**src/hdl/kprw_pkg.sv**
```systemverilog
package kprw_pkg;

    localparam int MAX_HISTORY = 64;
    localparam int DATA_W      = 32;
    localparam int ELAPSED_W   = 20;
    localparam int INTERVAL_W  = 26;
    localparam int LIMIT_W     = 7;
    localparam int MODE_W      = 2;

    // Sample count runs from 0 to MAX_HISTORY inclusive.
    localparam int CNT_W     = $clog2(MAX_HISTORY + 1);
    localparam int IDX_W     = (MAX_HISTORY > 1) ? $clog2(MAX_HISTORY) : 1;
    localparam int SUM_W     = DATA_W + CNT_W;
    // The divider retires two quotient bits a cycle, so the dividend is padded to even.
    localparam int DIV_W     = 2 * ((SUM_W + 1) / 2);
    localparam int DIV_STEPS = DIV_W / 2;
    localparam int DCNT_W    = $clog2(DIV_STEPS + 1);

    localparam logic [MODE_W-1:0] MODE_TICK  = 2'd0;
    localparam logic [MODE_W-1:0] MODE_PONG  = 2'd1;
    localparam logic [MODE_W-1:0] MODE_CLEAR = 2'd2;

    localparam logic [INTERVAL_W-1:0] INTERVAL_RESET = 26'd1000000;
    localparam logic [LIMIT_W-1:0]    LIMIT_RESET    = 7'd64;

    typedef struct packed {
        logic             start;
        logic [CNT_W-1:0] count;
    } scan_req_t;

    typedef struct packed {
        logic [DATA_W-1:0] last;
        logic [DATA_W-1:0] avg;
        logic [DATA_W-1:0] min_v;
        logic [DATA_W-1:0] max_v;
    } rtt_stats_t;

    // Window limit clamped to 1..MAX_HISTORY.
    function automatic logic [CNT_W-1:0] eff_limit(input logic [LIMIT_W-1:0] lim);
        if (lim == '0)
        begin
            return CNT_W'(1);
        end
        else if (int'(lim) > MAX_HISTORY)
        begin
            return CNT_W'(MAX_HISTORY);
        end
        else
        begin
            return CNT_W'(lim);
        end
    endfunction

endpackage

```
**src/hdl/kprw_cell.sv**
```systemverilog
module kprw_cell (
    input  logic                         clk,
    input  logic                         shift,
    input  logic [kprw_pkg::DATA_W-1:0]  din,
    output logic [kprw_pkg::DATA_W-1:0]  dout
);

    logic [kprw_pkg::DATA_W-1:0] sample_reg;

    always_ff @(posedge clk)
    begin
        if (shift)
        begin
            sample_reg <= din;
        end
    end

    assign dout = sample_reg;

endmodule

```
**src/hdl/kprw_div.sv**
```systemverilog
module kprw_div (
    input  logic                          clk,
    input  logic                          rst_n,
    input  logic                          start,
    input  logic [kprw_pkg::SUM_W-1:0]    dividend,
    input  logic [kprw_pkg::CNT_W-1:0]    divisor,
    output logic                          done,
    output logic [kprw_pkg::DATA_W-1:0]   quotient
);

    localparam int CW = kprw_pkg::CNT_W;
    localparam int DW = kprw_pkg::DIV_W;

    logic                              busy_reg;
    logic                              busy_next;
    logic [kprw_pkg::DCNT_W-1:0]       cnt_reg;
    logic [kprw_pkg::DCNT_W-1:0]       cnt_next;
    logic                              done_reg;
    logic                              done_next;
    logic [CW-1:0]                     rem_reg;
    logic [CW-1:0]                     rem_next;
    logic [DW-1:0]                     q_reg;
    logic [DW-1:0]                     q_next;
    logic [CW-1:0]                     d_reg;
    logic [CW:0]                       step1;
    logic [CW:0]                       step2;

    // One restoring step: the partial remainder always stays below the divisor.
    function automatic logic [CW:0] div_step(input logic [CW-1:0] rem,
                                             input logic          bit_in,
                                             input logic [CW-1:0] d);
        logic [CW:0] t;
        logic [CW:0] diff;
        t    = {rem, bit_in};
        diff = t - {1'b0, d};
        if (t >= {1'b0, d})
        begin
            return {diff[CW-1:0], 1'b1};
        end
        else
        begin
            return {t[CW-1:0], 1'b0};
        end
    endfunction

    always_comb
    begin
        step1     = div_step(rem_reg, q_reg[DW-1], d_reg);
        step2     = div_step(step1[CW:1], q_reg[DW-2], d_reg);
        busy_next = busy_reg;
        cnt_next  = cnt_reg;
        done_next = 1'b0;
        rem_next  = rem_reg;
        q_next    = q_reg;
        if (start)
        begin
            busy_next = 1'b1;
            cnt_next  = '0;
            rem_next  = '0;
            q_next    = DW'(dividend);
        end
        else if (busy_reg)
        begin
            rem_next = step2[CW:1];
            q_next   = {q_reg[DW-3:0], step1[0], step2[0]};
            cnt_next = cnt_reg + 1'b1;
            if (cnt_reg == kprw_pkg::DCNT_W'(kprw_pkg::DIV_STEPS - 1))
            begin
                busy_next = 1'b0;
                done_next = 1'b1;
            end
        end
    end

    always_ff @(posedge clk or negedge rst_n)
    begin
        if (!rst_n)
        begin
            busy_reg <= 1'b0;
            cnt_reg  <= '0;
            done_reg <= 1'b0;
        end
        else
        begin
            busy_reg <= busy_next;
            cnt_reg  <= cnt_next;
            done_reg <= done_next;
        end
    end

    always_ff @(posedge clk)
    begin
        rem_reg <= rem_next;
        q_reg   <= q_next;
        if (start)
        begin
            d_reg <= divisor;
        end
    end

    assign done     = done_reg;
    assign quotient = q_reg[kprw_pkg::DATA_W-1:0];

endmodule

```
**src/hdl/kprw_stats.sv**
```systemverilog
module kprw_stats (
    input  logic                          clk,
    input  logic                          rst_n,
    input  kprw_pkg::scan_req_t           req,
    input  logic [kprw_pkg::DATA_W-1:0]   tap,
    output logic                          rotate,
    output logic                          done,
    output kprw_pkg::rtt_stats_t          stats
);

    localparam int CW = kprw_pkg::CNT_W;

    logic                              scan_reg;
    logic                              scan_next;
    logic [kprw_pkg::IDX_W-1:0]        step_reg;
    logic [kprw_pkg::IDX_W-1:0]        step_next;
    logic                              div_start_reg;
    logic                              div_start_next;
    logic [CW-1:0]                     cnt_reg;
    logic [kprw_pkg::SUM_W-1:0]        sum_reg;
    logic [kprw_pkg::SUM_W-1:0]        sum_next;
    logic [kprw_pkg::DATA_W-1:0]       min_reg;
    logic [kprw_pkg::DATA_W-1:0]       min_next;
    logic [kprw_pkg::DATA_W-1:0]       max_reg;
    logic [kprw_pkg::DATA_W-1:0]       max_next;
    logic [kprw_pkg::DATA_W-1:0]       last_reg;
    logic [kprw_pkg::DATA_W-1:0]       last_next;
    logic                              last_step;
    logic                              tap_valid;
    logic [kprw_pkg::DATA_W-1:0]       quotient;

    // At scan step j the tail cell holds the entry that started at place
    // MAX_HISTORY-1-j; it lies inside the window once j + count reaches the depth.
    assign last_step = (step_reg == kprw_pkg::IDX_W'(kprw_pkg::MAX_HISTORY - 1));
    assign tap_valid = ({1'b0, CW'(step_reg)} + {1'b0, cnt_reg})
                       >= (CW + 1)'(kprw_pkg::MAX_HISTORY);

    always_comb
    begin
        scan_next      = scan_reg;
        step_next      = step_reg;
        div_start_next = 1'b0;
        sum_next       = sum_reg;
        min_next       = min_reg;
        max_next       = max_reg;
        last_next      = last_reg;
        if (req.start)
        begin
            scan_next = 1'b1;
            step_next = '0;
            sum_next  = '0;
            min_next  = '1;
            max_next  = '0;
        end
        else if (scan_reg)
        begin
            step_next = step_reg + 1'b1;
            if (tap_valid)
            begin
                sum_next = sum_reg + kprw_pkg::SUM_W'(tap);
                if (tap < min_reg)
                begin
                    min_next = tap;
                end
                if (tap > max_reg)
                begin
                    max_next = tap;
                end
            end
            if (last_step)
            begin
                scan_next      = 1'b0;
                div_start_next = 1'b1;
                last_next      = tap;
            end
        end
    end

    always_ff @(posedge clk or negedge rst_n)
    begin
        if (!rst_n)
        begin
            scan_reg      <= 1'b0;
            step_reg      <= '0;
            div_start_reg <= 1'b0;
        end
        else
        begin
            scan_reg      <= scan_next;
            step_reg      <= step_next;
            div_start_reg <= div_start_next;
        end
    end

    always_ff @(posedge clk)
    begin
        sum_reg  <= sum_next;
        min_reg  <= min_next;
        max_reg  <= max_next;
        last_reg <= last_next;
        if (req.start)
        begin
            cnt_reg <= req.count;
        end
    end

    kprw_div u_div (
        .clk      (clk),
        .rst_n    (rst_n),
        .start    (div_start_reg),
        .dividend (sum_reg),
        .divisor  (cnt_reg),
        .done     (done),
        .quotient (quotient)
    );

    assign rotate      = scan_reg;
    assign stats.last  = last_reg;
    assign stats.avg   = quotient;
    assign stats.min_v = min_reg;
    assign stats.max_v = max_reg;

endmodule

```
**src/hdl/keepalive_ping_rtt_window_core.sv**
```systemverilog
// Channel   Signals                              Transfer when
// item      item_valid / item_stall, 3 fields    item_valid && !item_stall
// result    result_valid / result_stall, 8 fields result_valid && !result_stall
// config    APB: psel penable pwrite paddr ...   psel && penable && pwrite && pready
//
// An item that leaves the window empty passes straight from ST_IDLE to ST_OUT.
// Otherwise the window ring is rotated once through all MAX_HISTORY cells and the mean
// comes from a two-bit-a-cycle divider. item_stall is high from the transfer until the
// result is in the output register. Reset clears all control state at once; window
// cells hold no reset value and are only read inside the current count.
module keepalive_ping_rtt_window_core (
    input  logic                              clk,
    input  logic                              rst_n,
    input  logic                              item_valid,
    output logic                              item_stall,
    input  logic [kprw_pkg::MODE_W-1:0]       mode,
    input  logic [kprw_pkg::ELAPSED_W-1:0]    elapsed_us,
    input  logic [kprw_pkg::DATA_W-1:0]       now_ms,
    output logic                              result_valid,
    input  logic                              result_stall,
    output logic                              send_ping,
    output logic [kprw_pkg::DATA_W-1:0]       ping_stamp,
    output logic                              awaiting_pong,
    output logic [kprw_pkg::CNT_W-1:0]        sample_count,
    output logic [kprw_pkg::DATA_W-1:0]       last_rtt_ms,
    output logic [kprw_pkg::DATA_W-1:0]       avg_rtt_ms,
    output logic [kprw_pkg::DATA_W-1:0]       min_rtt_ms,
    output logic [kprw_pkg::DATA_W-1:0]       max_rtt_ms,
    input  logic                              psel,
    input  logic                              penable,
    input  logic                              pwrite,
    input  logic [2:0]                        paddr,
    input  logic [31:0]                       pwdata,
    output logic [31:0]                       prdata,
    output logic                              pready
);

    localparam int DW = kprw_pkg::DATA_W;
    localparam int N  = kprw_pkg::MAX_HISTORY;
    localparam int CW = kprw_pkg::CNT_W;

    localparam logic [1:0] ST_IDLE  = 2'd0;
    localparam logic [1:0] ST_STATS = 2'd1;
    localparam logic [1:0] ST_OUT   = 2'd2;

    localparam logic REG_INTERVAL = 1'b0;
    localparam logic REG_LIMIT    = 1'b1;

    logic [1:0]                        state_reg;
    logic [1:0]                        state_next;
    logic [kprw_pkg::INTERVAL_W-1:0]   interval_reg;
    logic [kprw_pkg::INTERVAL_W-1:0]   interval_next;
    logic [kprw_pkg::LIMIT_W-1:0]      limit_reg;
    logic [kprw_pkg::LIMIT_W-1:0]      limit_next;
    logic [DW-1:0]                     accum_reg;
    logic [DW-1:0]                     accum_next;
    logic [DW-1:0]                     sent_reg;
    logic [DW-1:0]                     sent_next;
    logic                              pending_reg;
    logic                              pending_next;
    logic [CW-1:0]                     count_reg;
    logic [CW-1:0]                     count_next;
    logic                              start_reg;
    logic                              start_next;
    logic                              res_send_reg;
    logic                              res_send_next;
    logic [DW-1:0]                     res_stamp_reg;
    logic [DW-1:0]                     res_stamp_next;
    logic                              out_valid_reg;
    logic                              out_valid_next;
    logic                              out_send_reg;
    logic [DW-1:0]                     out_stamp_reg;
    logic                              out_await_reg;
    logic [CW-1:0]                     out_count_reg;
    kprw_pkg::rtt_stats_t              out_stats_reg;

    logic                              accept;
    logic                              cfg_write;
    logic                              load_out;
    logic                              push;
    logic                              rotate;
    logic                              stats_done;
    logic [DW:0]                       accum_sum;
    logic [DW-1:0]                     accum_sat;
    logic [DW-1:0]                     rtt;
    logic [CW-1:0]                     limit_eff;
    kprw_pkg::scan_req_t               req;
    kprw_pkg::rtt_stats_t              stats;
    logic [DW-1:0]                     cell_dout [N];
    logic [DW-1:0]                     cell_din  [N];

    assign accept    = item_valid && (state_reg == ST_IDLE);
    assign cfg_write = psel && penable && pwrite;
    assign load_out  = (state_reg == ST_OUT) && (!out_valid_reg || !result_stall);
    assign push      = accept && (mode == kprw_pkg::MODE_PONG) && pending_reg;

    assign accum_sum = {1'b0, accum_reg} + (DW + 1)'(elapsed_us);
    assign accum_sat = accum_sum[DW] ? '1 : accum_sum[DW-1:0];
    assign rtt       = now_ms - sent_reg;
    assign limit_eff = kprw_pkg::eff_limit(limit_reg);

    always_comb
    begin
        state_next     = state_reg;
        interval_next  = interval_reg;
        limit_next     = limit_reg;
        accum_next     = accum_reg;
        sent_next      = sent_reg;
        pending_next   = pending_reg;
        count_next     = count_reg;
        start_next     = 1'b0;
        res_send_next  = res_send_reg;
        res_stamp_next = res_stamp_reg;
        out_valid_next = out_valid_reg;

        if (result_valid && !result_stall)
        begin
            out_valid_next = 1'b0;
        end

        case (state_reg)
            ST_IDLE:
            begin
                if (accept)
                begin
                    res_send_next  = 1'b0;
                    res_stamp_next = '0;
                    case (mode)
                        kprw_pkg::MODE_TICK:
                        begin
                            accum_next = accum_sat;
                            if ((accum_sat >= DW'(interval_reg)) && !pending_reg)
                            begin
                                res_send_next  = 1'b1;
                                res_stamp_next = now_ms;
                                sent_next      = now_ms;
                                pending_next   = 1'b1;
                                accum_next     = '0;
                            end
                        end
                        kprw_pkg::MODE_PONG:
                        begin
                            if (pending_reg)
                            begin
                                pending_next = 1'b0;
                                if (count_reg < limit_eff)
                                begin
                                    count_next = count_reg + 1'b1;
                                end
                            end
                        end
                        kprw_pkg::MODE_CLEAR:
                        begin
                            count_next = '0;
                        end
                        default:
                        begin
                        end
                    endcase
                    if (count_next != '0)
                    begin
                        state_next = ST_STATS;
                        start_next = 1'b1;
                    end
                    else
                    begin
                        state_next = ST_OUT;
                    end
                end
            end
            ST_STATS:
            begin
                if (stats_done)
                begin
                    state_next = ST_OUT;
                end
            end
            ST_OUT:
            begin
                if (load_out)
                begin
                    out_valid_next = 1'b1;
                    state_next     = ST_IDLE;
                end
            end
            default:
            begin
                state_next = ST_IDLE;
            end
        endcase

        if (cfg_write)
        begin
            case (paddr[2])
                REG_INTERVAL:
                begin
                    interval_next = pwdata[kprw_pkg::INTERVAL_W-1:0];
                end
                REG_LIMIT:
                begin
                    limit_next = pwdata[kprw_pkg::LIMIT_W-1:0];
                    if (pwdata[kprw_pkg::LIMIT_W-1:0] != limit_reg)
                    begin
                        count_next = '0;
                    end
                end
                default:
                begin
                end
            endcase
        end
    end

    always_ff @(posedge clk or negedge rst_n)
    begin
        if (!rst_n)
        begin
            state_reg     <= ST_IDLE;
            interval_reg  <= kprw_pkg::INTERVAL_RESET;
            limit_reg     <= kprw_pkg::LIMIT_RESET;
            accum_reg     <= '0;
            sent_reg      <= '0;
            pending_reg   <= 1'b0;
            count_reg     <= '0;
            start_reg     <= 1'b0;
            out_valid_reg <= 1'b0;
        end
        else
        begin
            state_reg     <= state_next;
            interval_reg  <= interval_next;
            limit_reg     <= limit_next;
            accum_reg     <= accum_next;
            sent_reg      <= sent_next;
            pending_reg   <= pending_next;
            count_reg     <= count_next;
            start_reg     <= start_next;
            out_valid_reg <= out_valid_next;
        end
    end

    always_ff @(posedge clk)
    begin
        res_send_reg  <= res_send_next;
        res_stamp_reg <= res_stamp_next;
        if (load_out)
        begin
            out_send_reg  <= res_send_reg;
            out_stamp_reg <= res_stamp_reg;
            out_await_reg <= pending_reg;
            out_count_reg <= count_reg;
            if (count_reg == '0)
            begin
                out_stats_reg <= '0;
            end
            else
            begin
                out_stats_reg <= stats;
            end
        end
    end

    // Window ring: cell 0 holds the newest sample. A new sample shifts the row
    // along; during a scan the tail feeds back into cell 0 so a full turn
    // leaves every sample where it was.
    assign cell_din[0] = push ? rtt : cell_dout[N-1];

    genvar gi;
    generate
        for (gi = 1; gi < N; gi++)
        begin : g_link
            assign cell_din[gi] = cell_dout[gi-1];
        end
        for (gi = 0; gi < N; gi++)
        begin : g_cell
            kprw_cell u_cell (
                .clk   (clk),
                .shift (push || rotate),
                .din   (cell_din[gi]),
                .dout  (cell_dout[gi])
            );
        end
    endgenerate

    assign req.start = start_reg;
    assign req.count = count_reg;

    kprw_stats u_stats (
        .clk    (clk),
        .rst_n  (rst_n),
        .req    (req),
        .tap    (cell_dout[N-1]),
        .rotate (rotate),
        .done   (stats_done),
        .stats  (stats)
    );

    assign item_stall    = (state_reg != ST_IDLE);
    assign result_valid  = out_valid_reg;
    assign send_ping     = out_send_reg;
    assign ping_stamp    = out_stamp_reg;
    assign awaiting_pong = out_await_reg;
    assign sample_count  = out_count_reg;
    assign last_rtt_ms   = out_stats_reg.last;
    assign avg_rtt_ms    = out_stats_reg.avg;
    assign min_rtt_ms    = out_stats_reg.min_v;
    assign max_rtt_ms    = out_stats_reg.max_v;

    assign pready = 1'b1;
    assign prdata = (paddr[2] == REG_LIMIT) ? 32'(limit_reg) : 32'(interval_reg);

endmodule

```
**config.mk**
```make
export PLATFORM = sky130hd
export DESIGN_NAME = keepalive_ping_rtt_window_core
export DESIGN_NICKNAME = d
export VERILOG_FILES = /design/src/hdl/kprw_pkg.sv /design/src/hdl/kprw_cell.sv /design/src/hdl/kprw_div.sv /design/src/hdl/kprw_stats.sv /design/src/hdl/keepalive_ping_rtt_window_core.sv
export SDC_FILE = /design/constraint.sdc
export NUM_CORES = 2
export LEC_CHECK = 0
export ABC_AREA = 1
export BUFFER_PORTS_ARGS = -buffer_cell sky130_fd_sc_hd__buf_2
export CORE_MARGIN = 2
export CORE_UTILIZATION = 55
export DETAILED_ROUTE_END_ITERATION = 6
export GPL_TIMING_DRIVEN = 1
export PLACE_DENSITY = 0.7
export SLEW_MARGIN = 30
export SYNTH_ARGS = -nofsm -noshare
export SYNTH_HDL_FRONTEND = slang
export SYNTH_HIERARCHICAL = 1
export SYNTH_SLANG_ARGS = --single-unit
```
**constraint.sdc**
```tcl
create_clock -name clk -period 38.4 [get_ports clk]
set_clock_uncertainty 0.2 [all_clocks]
set_input_delay 1.92 -clock clk [delete_from_list [all_inputs] [get_ports clk]]
set_output_delay 1.92 -clock clk [all_outputs]
set_load 0.02 [all_outputs]
```
# After elaboration in Yosys (flattened, before gate mapping)
# Index checks and enable logic that the tools add are counted.
# totals
reg_bits	2570
inputBits	96
wordCells	212
# classes
addsub	9
n_lt_le_gt_ge	8
eq_ne	11
n_mux	50
bitwise	2
n_reduce_logical	34
# ops
operator	count
32-bit 2-to-1 mux	3
39-bit 2-to-1 mux	2
7-bit 2-to-1 mux	11
39-bit by 32-bit adder with 39-bit output	1
32-bit by 20-bit adder with 33-bit output	1
32-bit by 26-bit >= comparator with 1-bit output	1
32-bit greater-than comparator	1
32-bit < comparator	1
32-bit subtractor	1
26-bit 2-to-1 mux	1
1-bit 2-to-1 mux	20
8-bit by 7-bit >= comparator with 1-bit output	2
8-bit 2-to-1 mux	2
3-bit AND reduction	5
7-bit logical NOT	2
7-bit one-hot mux with 2 select lines	1
7-bit subtractor	2
6-bit 2-to-1 mux	2
5-bit 2-to-1 mux	2
2-bit AND reduction	5
6-bit by 7-bit adder with 8-bit output	1
8-bit by 7-bit >= comparator with 1-bit output (second input constant)	1
1-bit logical AND	8
2-bit 2-to-1 mux	4
other kinds (21)	34

# Longest topological paths before layout
# depth
ltp_word	14
ltp_mapped	34
ltp_nobuf	31

# By module
# The synthesis kept the hierarchy.
# by_module_without_submodules
mod	n_inst	cells_per_inst	area_each_um2
kprw_cell	64	32	960.9
keepalive_ping_rtt_window_core	1	1951	16874.9
kprw_stats	1	1331	9623.0
kprw_div	1	427	3636.0

# Worst setup path after synthesis
# OpenSTA, ideal clock, no wires.
# synth_timing
kind	input to register
startpoint	input item_valid
endpoint	register g_cell[0].u_cell.sample_reg (netlist bit g_cell[0].u_cell/dout[0]), enable pin
arrival_time_ns	26.771
t_required_ns	36.595
setup_slack_ns	9.824
cell_stages	5
cell_sequence	inv_1 > nor2_1 > nand2_1 > nor2_1 > or2_2
# synth_via
elab_chain_cells	4
# synth_rtl
item	line_no	rtl
from (decl)	keepalive_ping_rtt_window_core.sv:14	input logic item_valid,
1-bit logical AND	keepalive_ping_rtt_window_core.sv:92	assign accept = item_valid && (state_reg == ST_IDLE);
1-bit logical AND (2 in a row)	keepalive_ping_rtt_window_core.sv:95	assign push = accept && (mode == kprw_pkg::MODE_PONG) && pending_reg;
1-bit logical OR	keepalive_ping_rtt_window_core.sv:278	.shift (push || rotate),
to (signal assigned)	kprw_cell.sv:14	sample_reg <= din;
to (decl)	kprw_cell.sv:8	logic [kprw_pkg::DATA_W-1:0] sample_reg;
# Every way passes these cells.
# A chain may end at the register's enable or synchronous reset.

# Final worst setup path
# layout_timing
startpoint	input item_valid
endpoint	register g_cell[17].u_cell.sample_reg (netlist bit g_cell[17].u_cell/dout[8]), enable pin
# layout_via
elab_chain_cells	4
# layout_rtl
item	line_no
1-bit logical AND	keepalive_ping_rtt_window_core.sv:92
1-bit logical AND (2 in a row)	keepalive_ping_rtt_window_core.sv:95
1-bit logical OR	keepalive_ping_rtt_window_core.sv:278
to (signal assigned)	kprw_cell.sv:14
to (decl)	kprw_cell.sv:8
# Every way passes these cells.

==> impl_results.md <==
* Crit. End Element: register
* Seq cells post-synth at 2,570
* CTS root buffer: clkbuf_16
* Setup TNS at 0 ps
* Hold_buf cts at 0
* Postcts setup bufs at 0
* Critical path buffers and inverters at 10
* Crit-path leading delay family: buffers and inverters
* Row cnt at 149
* DR vias at 44,840
* Post-DP Area at 95,440 um^2
* Status: completed
* Max-cap viol count at 0
* WHS at between 150 and 200 ps
* Seq/Total Area, Yosys at 0.8234
* Clk sink count at 2,570
* Post-synth EDFFs at approximately 2,300
* GPL Wtd Cong at ~0.88
* Layout net count at ~6,500
* Worst Hold Class: register to register
* Clock Latency Late Sink at 860 ps
* Pre-antenna DRT Iters at 6
* Data arrival, critical path at roughly 8600 ps
* DIE WIDTH at between 400 and 500 um
* Hold_sp: g_cell[60].u_cell/dout[25]$_DFFE_PP_
* Post-synth cell types at 57
* Worst Setup SP: item_valid
* Crit path kind: input pin to register
* GR Util All Layers at 0.1952
* Finished Layout Cells at 8,569
* Worst-path cell chain: buf_2, inv_1, nor2_4, buf_4, nand2_1, nor2_2, or2_4, buf_12, buf_16, buf_4, buf_12, buf_16, buf_6, buf_4
* First-pass GRT wire length at about 250,000 um
* Ratio of cells with drive above 1 in the final layout at 0.1218
* Share of the synthesized area in the top cell type at 0.7652
* Worst Path Max Fanout at 126
* Worst-Margin Slew at slightly above 900 ps
* Final worst-path cycle share at 0.2159
* Vias in the first global route at 43,140
* Antenna violations before repair at 26
* Die height at just over 400 um
* Core Box Area at 165,200 um^2
* Synth Cell Area at 91,630 um^2
* Leak at 41.12 nW
* DRC Markers at 0
* CP max-delay cell: buf_4
* Hold Vio Cnt, Final at 0
* Syn Inst Count at roughly 5,800
* Worst IR Drop VDD at 0.00005937 V
* DR vias/cell at approximately 5.2
* Flop-to-flop setup slack at 30,810 ps
* Largest net degree at the start of global routing at 202
* Synth top area cells: edfxtp_1, nand2_1, dfrtp_1
* Worst r2r path cells at 14
* Remaining antenna violation count at 0
* Cell accounting for the most synthesized area: edfxtp_1
* Most frequent cell after synthesis: edfxtp_1
* Max reg flops at 2,048
* CTS tree: yes
* GR Overflow Total at 0
* Post-Route WL at 165,100 um
* Max-slew violations at 0
* Final instance area at between 100,000 and 150,000 um^2
* Wire per inst at 19.27 um
* Max_slew headroom at 0.3817
* Ports at 300
* Yosys warns at 6
* Placed insts at 8,131
* Pre-CTS setup slack at approximately 29,000 ps
* DPL Wire Length at around 100,000 um
* Final Critical Period at 8292 ps
* Initial Util at 0.5548
* CP peak stage delay at 820 ps
* CTS max path bufs at 3
* Post-synth top cells: edfxtp_1, nand2_1, inv_1, nor2_1, a21oi_1
* Port buffer count at approximately 280
* Max Clk Rate at 120.6 MHz
* Die footprint at 169,900 um^2
* Worst path depth at 14
* RR Startpoint: state_reg[1]$_DFFE_PN0P_
* Synth-to-Final Area Change at 12.97%
* Synth Flop Type: edfxtp_1
* 1st-iter DRT viols at ~4,400
* Hold Path Depth at 0
* H-Tree Depth at 4
* Clock transition at path regs at 60 ps
* Power per cell area at 85.00 nW/um^2
* Cts bufs inserted at 232
* Async set-reset flop share out of synthesis at 0.04825
* RSZ-0062 raised after global routing: false
* Setup crit start kind: input pin
* Syn avg cell area at ~16 um^2
* Post-route setup slack at 30,110 ps
* Crit path required time at between 30,000 and 40,000 ps
* Setup violators final at 0
* Post-CTS Resized at 0
* Cell mode on critical path: buf_4
## metrics by stage
stage	total power, W	util
5_1_grt	0.009267	0.6267
2_1_floorplan	0.005852	-
3_5_place_dp	0.006437	0.5778
4_1_cts	0.008894	0.6261
6_report	0.008799	0.6267
3_3_place_gp	0.006359	0.5775
## area by class of cell
cell class                 instances  area (um^2)
sequential                      2570        75450
inverter                         527         1979
tap                             2189         2739
timing repair buffer             332         1942
clock inverter                   152         1788
clock buffer                     282         6185
multi-input combinational       2515        13430
fill                           11770        61660
antenna                            2        5.005
## cells in the final DEF, fill, tap and decap left out, types with 9 or more instances in the layout
| cell | netlist | layout |
|---|---|---|
| nand2_2 | 9 | 9 |
| xor2_1 | 32 | 32 |
| nand2_1 | 874 | 873 |
| dfxtp_1 | 111 | 111 |
| dfrtp_1 | 116 | 116 |
| nand3_1 | 241 | 241 |
| clkinv_4 | 0 | 9 |
| clkbuf_8 | 0 | 17 |
| clkinv_1 | 4 | 46 |
| o21a_1 | 11 | 11 |
| a21oi_1 | 245 | 245 |
| bufinv_16 | 0 | 31 |
| ha_1 | 204 | 204 |
| xnor2_1 | 29 | 29 |
| buf_2 | 30 | 283 |
| nor3_1 | 30 | 29 |
| o21bai_1 | 14 | 14 |
| clkbuf_1 | 63 | 32 |
| a21o_1 | 17 | 17 |
| o21ai_0 | 138 | 138 |
| a31oi_1 | 12 | 12 |
| nor4_1 | 9 | 9 |
| buf_6 | 10 | 16 |
| or2_2 | 25 | 24 |
| nand3b_1 | 39 | 39 |
| clkinvlp_4 | 0 | 16 |
| edfxtp_1 | 2335 | 2335 |
| nand4_1 | 65 | 65 |
| clkbuf_16 | 0 | 233 |
| inv_1 | 521 | 518 |
| nor2_1 | 446 | 441 |
| buf_4 | 44 | 27 |
| clkinv_2 | 0 | 40 |
## logic make-up after synthesis
logic type / count (synthesis) / share of synthesized area
other cells: 2 / 0.00008196
xor+xnor: 61 / 0.005830
flops: 2570 / 0.8234
compound gates: 464 / 0.02765
simple gates: 1773 / 0.08309
buf+inv: 677 / 0.03076
fa+ha+maj: 210 / 0.02917
## power breakdown
group | internal, W | leakage [nW] | switching, W
combinational | 0.000423 | 10.8 | 0.000834
clock | 0.00136 | 3.86 | 0.00101
sequential | 0.00467 | 26.5 | 0.000500
## layer usage
| layer | vias to the layer above | global-route usage | share of wire |
|---|---|---|---|
| li1 | 21310 | - | - |
| met1 | 21960 | 0.2920 | 0.46 |
| met2 | 1291 | 0.2938 | 0.45 |
| met3 | 269 | 0.03643 | 0.060 |
| met4 | 14 | 0.06192 | 0.026 |
| met5 | - | 0 | 0.00050 |
## path summary, 6_finish.rpt
kind                                                             end
worst max register to register   g_cell[17].u_cell/dout[8]$_DFFE_PP_
worst min register to register  g_cell[61].u_cell/dout[25]$_DFFE_PP_
worst min-delay path            g_cell[61].u_cell/dout[25]$_DFFE_PP_
worst max-delay path             g_cell[17].u_cell/dout[8]$_DFFE_PP_
max in group asynchronous                    pending_reg$_DFFE_PN0P_
min in group asynchronous                   accum_reg[5]$_DFFE_PN0P_
Note: power is estimated with default switching activity, not from simulation.
